File: src/hw/rtl/bbe_pkg.sv
package bbe_pkg;

	// frame limits and the widths that follow from them
	localparam int MAX_WIDTH  = 1024;
	localparam int MAX_HEIGHT = 4096;
	localparam int COL_W      = $clog2(MAX_WIDTH);
	localparam int ROW_W      = $clog2(MAX_HEIGHT);

	// register field widths
	localparam int WID_W      = 11;
	localparam int HGT_W      = 13;
	localparam int CFG_DATA_W = 13;
	localparam int CFG_IDX_W  = 1;

	// reset dimensions
	localparam int WIDTH_RST  = 1024;
	localparam int HEIGHT_RST = 768;

	// per-channel sum over up to nine pixels
	localparam int SUM_W = 12;

	// fraction bits of the reciprocal used by the mean unit
	localparam int RECIP_SHIFT = 19;

	typedef enum logic [CFG_IDX_W-1:0] {
		CFG_WIDTH  = 1'b0,
		CFG_HEIGHT = 1'b1
	} cfg_reg_t;

	// channel 0 red, 1 green, 2 blue (red in the low bits)
	typedef logic [2:0][7:0] pixel_t;

	// one line store entry: the two rows above, same column
	typedef struct packed {
		pixel_t older;
		pixel_t newer;
	} line_t;

	// one output pixel to compute: row and column selects over the window
	typedef struct packed {
		logic [2:0] rows;
		logic [2:0] cols;
		logic       fend;
		logic       last;
	} job_t;

endpackage

File: src/hw/rtl/bbe_mean.sv
module bbe_mean (
	input  logic             clk,
	input  logic             arst_n,
	input  logic             in_valid,
	output logic             in_ready,
	input  bbe_pkg::pixel_t  win [3][3],
	input  bbe_pkg::job_t    job,
	output logic             out_valid,
	input  logic             out_ready,
	output bbe_pkg::pixel_t  out_pix,
	output logic             out_last,
	output logic             out_fend
);

	// floor(2^19 / (2n)) for the neighbour counts that occur
	function automatic logic [bbe_pkg::RECIP_SHIFT-1:0] recip(input logic [3:0] n);
		logic [bbe_pkg::RECIP_SHIFT-1:0] m;
		case (n)
			4'd1:    m = 19'd262144;
			4'd2:    m = 19'd131072;
			4'd3:    m = 19'd87381;
			4'd4:    m = 19'd65536;
			4'd6:    m = 19'd43690;
			4'd9:    m = 19'd29127;
			default: m = 19'd262144;
		endcase
		return m;
	endfunction

	logic en;

	// stage 1: masked sums and neighbour count
	logic [bbe_pkg::SUM_W-1:0] col_sum [3][3];
	logic [bbe_pkg::SUM_W-1:0] sum_d   [3];
	logic [1:0]                row_cnt, col_cnt;
	logic [3:0]                n_d;

	logic                      valid_s1;
	logic [bbe_pkg::SUM_W-1:0] sum_s1 [3];
	logic [3:0]                n_s1;
	logic                      last_s1, fend_s1;

	// stage 2: reciprocal multiply
	logic [bbe_pkg::SUM_W:0]   t_d    [3];
	logic [31:0]               prod_d [3];

	logic                      valid_s2;
	logic [bbe_pkg::SUM_W:0]   t_s2   [3];
	logic [8:0]                q0_s2  [3];
	logic [4:0]                d_s2;
	logic                      last_s2, fend_s2;

	// stage 3: one-step correction
	logic [13:0]               qd_d  [3];
	logic [bbe_pkg::SUM_W:0]   rem_d [3];
	logic [8:0]                q_d   [3];
	bbe_pkg::pixel_t           pix_d;

	assign en       = !out_valid || out_ready;
	assign in_ready = en;

	always_comb begin
		for (int c = 0; c < 3; c++) begin
			for (int k = 0; k < 3; k++) begin
				col_sum[c][k] = '0;
				for (int m = 0; m < 3; m++) begin
					if (job.rows[m] && job.cols[k]) begin
						col_sum[c][k] = col_sum[c][k] + bbe_pkg::SUM_W'(win[k][m][c]);
					end
				end
			end
			sum_d[c] = col_sum[c][0] + col_sum[c][1] + col_sum[c][2];
		end
		row_cnt = 2'(job.rows[0]) + 2'(job.rows[1]) + 2'(job.rows[2]);
		col_cnt = 2'(job.cols[0]) + 2'(job.cols[1]) + 2'(job.cols[2]);
		n_d     = 4'(row_cnt) * 4'(col_cnt);
	end

	always_ff @(posedge clk or negedge arst_n) begin
		if (!arst_n) begin
			valid_s1 <= 1'b0;
		end else if (en) begin
			valid_s1 <= in_valid;
		end
	end

	always_ff @(posedge clk) begin
		if (en) begin
			sum_s1  <= sum_d;
			n_s1    <= (n_d == 4'd0) ? 4'd1 : n_d;
			last_s1 <= job.last;
			fend_s1 <= job.fend;
		end
	end

	// rounded half up: (2s + n) / 2n
	always_comb begin
		for (int c = 0; c < 3; c++) begin
			t_d[c]    = {sum_s1[c], 1'b0} + (bbe_pkg::SUM_W + 1)'(n_s1);
			prod_d[c] = 32'(t_d[c]) * 32'(recip(n_s1));
		end
	end

	always_ff @(posedge clk or negedge arst_n) begin
		if (!arst_n) begin
			valid_s2 <= 1'b0;
		end else if (en) begin
			valid_s2 <= valid_s1;
		end
	end

	always_ff @(posedge clk) begin
		if (en) begin
			for (int c = 0; c < 3; c++) begin
				t_s2[c]  <= t_d[c];
				q0_s2[c] <= prod_d[c][bbe_pkg::RECIP_SHIFT+8:bbe_pkg::RECIP_SHIFT];
			end
			d_s2    <= {n_s1, 1'b0};
			last_s2 <= last_s1;
			fend_s2 <= fend_s1;
		end
	end

	// quotient estimate is low by at most one
	always_comb begin
		for (int c = 0; c < 3; c++) begin
			qd_d[c]  = 14'(q0_s2[c]) * 14'(d_s2);
			rem_d[c] = t_s2[c] - qd_d[c][bbe_pkg::SUM_W:0];
			q_d[c]   = (rem_d[c] >= (bbe_pkg::SUM_W + 1)'(d_s2)) ? q0_s2[c] + 9'd1 : q0_s2[c];
			pix_d[c] = (q_d[c] > 9'd255) ? 8'd255 : q_d[c][7:0];
		end
	end

	always_ff @(posedge clk or negedge arst_n) begin
		if (!arst_n) begin
			out_valid <= 1'b0;
		end else if (en) begin
			out_valid <= valid_s2;
		end
	end

	always_ff @(posedge clk) begin
		if (en) begin
			out_pix  <= pix_d;
			out_last <= last_s2;
			out_fend <= fend_s2;
		end
	end

endmodule

File: config.mk
export PLATFORM = sky130hd
export DESIGN_NAME = bbe_mean
export DESIGN_NICKNAME = d
export VERILOG_FILES = /design/src/hw/rtl/bbe_pkg.sv /design/src/hw/rtl/bbe_mean.sv
export SDC_FILE = /design/constraint.sdc
export NUM_CORES = 2
export LEC_CHECK = 0
export BUFFER_PORTS_ARGS = -buffer_cell sky130_fd_sc_hd__buf_2
export CORE_MARGIN = 3
export CORE_UTILIZATION = 40
export CTS_CLUSTER_SIZE = 28
export DETAILED_ROUTE_END_ITERATION = 7
export SYNTH_ARGS = -nofsm -noshare
export SYNTH_HDL_FRONTEND = slang
export SYNTH_SLANG_ARGS = --single-unit
File: constraint.sdc
create_clock -name clk -period 12.6 [get_ports clk]
set_clock_uncertainty 0.1 [all_clocks]
set_input_delay 1.89 -clock clk [delete_from_list [all_inputs] [get_ports clk]]
set_output_delay 1.89 -clock clk [all_outputs]
set_load 0.02 [all_outputs]
; ---- Word-level counts from Yosys, hierarchy flattened
; Memories as Yosys holds them, arrays and structs flattened.
; Index checks and enable logic that the tools add are counted.
[classes]
addsub = 37
mul = 7
div = 0
n_lt_le_gt_ge = 6
n_eq_ne = 5
n_shift = 0
muxes = 33
n_bitwise = 0
n_reduce_logical = 12
[ops]
columns = cell, count
row1 = $add A12 B8 Y12, 18
row2 = $mux W12, 18
row3 = $pmux W19 S5, 1
row4 = $mul A13 B19 Y28, 3
row5 = $add A12 B12 Y12, 6
row6 = $mux W8, 9
row7 = $add A13 B4 Y13, 3
row8 = $ge A13 B5 Y1, 3
row9 = $sub A13 B13 Y13, 3
row10 = $mul A9 B4 Y12, 3
row11 = $add A9 B1 Y9 const B, 3
row12 = $gt A9 B8 Y1 const B, 3
row13 = $mux W9, 3
row14 = $logic_and A1 B1 Y1, 9
row15 = $eq A4 B2 Y1 const B, 2
row16 = $eq A4 B3 Y1 const B, 2
row17 = $add A1 B1 Y2, 2
row18 = $add A2 B1 Y2, 2
row19 = $eq A4 B4 Y1 const B, 1
row20 = $logic_not A4 Y1, 1
row21 = $mul A2 B2 Y4, 1
row22 = $mux W1, 2
row23 = $logic_not A1 Y1, 1
row24 = $logic_or A1 B1 Y1, 1
[totals]
register_bits = 77
latch_bits = 0
ram_bits = 66
rom_bits = 0
out_inout_bits = 28
wordCells = 119
n_memories = 2
[memory_table]
columns = memory, depth, width, read_ports, rd_clocked_by_memory_dff, write_ports, line_no
row1 = t_s2, 3, 13, 3, 0, 3, bbe_mean.sv:48  ; logic [bbe_pkg::SUM_W:0] t_s2 [3];
row2 = q0_s2, 3, 9, 3, 0, 3, bbe_mean.sv:49  ; logic [8:0] q0_s2 [3];

; ---- Longest topological paths before layout
[depth]
word_depth = 8
mapped_depth = 30
mapped_depth_nobuf = 30

; ---- Least setup slack after synthesis
; Ideal clock, no wire load.
[synth_path]
path_kind = input -> output
start = input out_ready
end = output in_ready
arrival_time_ns = 5.398
t_required_ns = 10.610
slack_ns = 5.212
cell_stages = 1
n_path_buf = 0
cell_sequence = nand2b_1
[synth_via]
elab_chain_cells = 1
[synth_rtl]
columns = element, line_no
row1 = "start, declared", bbe_mean.sv:9  ; input logic out_ready,
row2 = $logic_or A1 B1 Y1, bbe_mean.sv:59  ; assign en = !out_valid || out_ready;
row3 = "end, declared", bbe_mean.sv:5  ; output logic in_ready,
; Every way passes these cells.

==> results.md <==
- Worst R2R Start: n_s1[0]
- Vias in the first global route: 27300
- Reg clk slew, reported paths: 60 ps
- Startpoint Class: flip-flop
- Top cells by count, synth: inv_1 (856), fa_1 (506), ha_1 (440)
- Hold Path Sink: out_last
- Yosys cell types: 80
- CTS root buf: clkbuf_16
- Leak: 0.0194 µW
- Via density: 5.03
- Final hold violations: 0
- Sequential Power Share: between 10% and 20%
- Crit path required time: 12710 ps
- Worst Hold Depth: 0
- Initial antenna violation count: 23
- Final cell count without fillers: between 5000 and 6000
- Initial Utilization: slightly above 40%
- Area after DPL: ~0.037 mm²
- DRC Markers: 0
- Fmax: about 120 MHz
- Dpl cells: 5153
- Initial DRC count: 1295
- Most frequent cell after synthesis: inv_1
- Cells after Synth: between 3000 and 4000
- Area growth, synth to finish: 9.31%
- First drt pass iteration count: 5
- Worst Setup End Kind: flip-flop
- Worst vdd ir: 0.187 mV
- Routed WL: 92900 µm
- Post-synth EDFFs: 137
- Largest stage delay on the critical path: 770 ps
- CP Class: reg2reg
- Site Rows: 106
- Worst path most repeated cell: fa_1
- Die height: 298 µm
- Period Utilization, post-route: 68.2%
- Cts bufs inserted: 17
- P_sw: 5860 µW
- Vias: approximately 26000
- Clock Sinks: 140
- Worst-Margin Slew: ~1100 ps
- Top cells by area, synth: fa_1 (30%), ha_1 (16%), edfxtp_1 (12%)
- GRT overflow: 0
- Share of total power in combinational logic: 85.2%
- Crit-path max FO: 21
- Relative slew slack: about a quarter
- Crit Reg-Reg Endpoint: q0_s2[0][26]
- Total setup buffers inserted after CTS: 0
- Pwr/cell area: 294 mW/mm²
- Hold-fix buffers, CTS: 0
- Crit-path slowest cell: nand3b_1
- Worst hold-check path type: reg2reg
- Top FF cell, synth: edfxtp_1
- Post-route ant nets: 0
- Outcome: complete, no violations
- Internal Power: 5120 µW
- Top cell type's share of synthesized area: 29.6%
- Mean routed wirelength per cell: between 15 and 20 µm
- Die area: just under 0.09 mm²
- Flops & latches, synth: 140
- Total Nets Final: 5212
- IO buf count: between 200 and 300
- Syn Area/Cell: 8.96 µm²
- Pins Over Slew Limit: 0
- Die width: just under 300 µm
- YS warnings: 0
- Syn Std Cell Area: 0.0342 mm²
- First-pass GRT wire length: about 150000 µm
- Worst skew pair latency: 470 ps
- R2R Setup Slk: 4010 ps
- Fillers: 8323
- Io pins: 256
- Core footprint: approximately 0.084 mm²
- Yosys top cell by area: fa_1
- GP Congestion: 0.949
- Final Cell Area: 0.0374 mm²
- RSZ-0062 raised after global routing: no
- CTS tree: yes
- Htree depth: 4
- Hold path startpoint: last_s2
- Hold slack: 320 ps
- Clk pwr share: 4.4%
- Share of layout cells above drive strength 1: 8.54%
- Crit path DAT: 8700 ps
- Seq/Total Area, Yosys: ~12%
- Max-cap violations: 0
- Reg2Reg Depth: 26
- Largest net degree at the start of global routing: 77
- Total Neg Setup Slack: 0 ps
- Sw frac: between 50 and 60%
- Post-DP HPWL: roughly 82000 µm
- CTS Buffer Depth: 2
- Finish-stage setup viols: 0
- Total GRT Usage: 21.4%
- Post_cts resized: 0
- Ys async rst share: 2.14%
- Minimum clock period: 8590 ps
cells by family after synthesis:
family                     Yosys count  synth area share, %
xor gates and xnor gates           244                 6.33
AOI/OAI and AO/OA                  628                 11.9
adders and majority gates          946                 45.7
buffers and inverters              944                 10.4
other                                2               0.0220
and+or+nand+nor                    884                 12.5
muxes                               28                0.860
DFF                                140                 12.3
state kept, by name (all words and copies together), names as in the netlist:
name / count
valid_s1: 1
out_last: 1
fend_s1: 1
sum_s1: 36
d_s2: 4
t_s2: 36
out_pix: 24
out_fend: 1
last_s2: 1
valid_s2: 1
fend_s2: 1
last_s1: 1
n_s1: 4
q0_s2: 27
out_valid: 1
critical path: cells and delay by family (launching register included):
| kind | cells | cell delay, ps |
|---|---|---|
| flip-flops | 1 | 540 |
| buffers and inverters | 7 | 1500 |
| XOR/XNOR | 1 | 100 |
| adder cells (fa/ha/maj) | 6 | 2850 |
| AND/OR/NAND/NOR | 4 | 1250 |
| AO/OA/AOI/OAI | 8 | 1960 |
final cells by class:
| cell class | instances | area (µm²) | area share [%] |
|---|---|---|---|
| Clock inverter | 14 | 123 | 0.328 |
| Antenna cell | 6 | 15.0 | 0.0402 |
| Tap cell | 1134 | 1420 | 3.80 |
| Inverter | 858 | 3220 | 8.62 |
| Sequential cell | 140 | 4190 | 11.2 |
| Clock buffer | 18 | 439 | 1.18 |
| Multi-Input combinational cell | 2742 | 26500 | 70.9 |
| Timing Repair Buffer | 279 | 1460 | 3.90 |
routing by layer:
layer | share of wire, % | global-route usage, % | routed length (µm) | vias to the layer above
li1 | - | - | - | 12700
met1 | 44 | 28.0 | 40700 | 12600
met2 | 47 | 36.2 | 43800 | 750
met3 | 7.2 | 4.87 | 6720 | 102
met4 | 1.6 | 4.37 | 1480 | 28
met5 | 0.20 | 0 | 184 | -
power groups by stage:
stage / registers (µW) / logic (µW) / clock network [µW]
after global routing: 1170 / 10800 / 520
final: 1140 / 9350 / 484
after CTS: 1140 / 9420 / 505
after floorplan: 1100 / 7120 / 0
after global placement: 1150 / 9210 / 0
after detailed placement: 1150 / 9330 / 0
stage by stage:
step                      setup WS [ps]  power, µW  util [%]
after CTS                          4060      11100      44.4
after floorplan                    5210       8220         -
after detailed placement           4140      10500      43.7
after global placement             4190      10400      43.7
final                              4010      11000      44.4
after global routing               3410      12500      44.4
worst max-delay path by stage:
| stage | startpoint | endpoint | slack (ps) | cells after the start |
|---|---|---|---|---|
| floorplan | out_ready | in_ready | 5210 | 1 |
| global placement | n_s1[0] | q0_s2[0][26] | 4190 | 26 |
| detailed placement | n_s1[0] | q0_s2[0][26] | 4140 | 26 |
| CTS | n_s1[0] | q0_s2[0][26] | 4060 | 26 |
| global route | n_s1[0] | q0_s2[0][26] | 3410 | 26 |
| finish | n_s1[0] | q0_s2[0][26] | 4010 | 26 |
placed cells by master, fill, tap and decap left out, types with 80 or more instances in the layout:
| cell | instances |
|---|---|
| nor2_1 | 212 |
| fa_1 | 506 |
| and2_1 | 104 |
| and3_1 | 80 |
| o21ai_0 | 175 |
| xnor2_1 | 168 |
| inv_1 | 856 |
| ha_1 | 440 |
| buf_2 | 255 |
| nand2_1 | 283 |
| edfxtp_1 | 137 |
| a21oi_1 | 152 |
(Power assumes the default switching activity.)
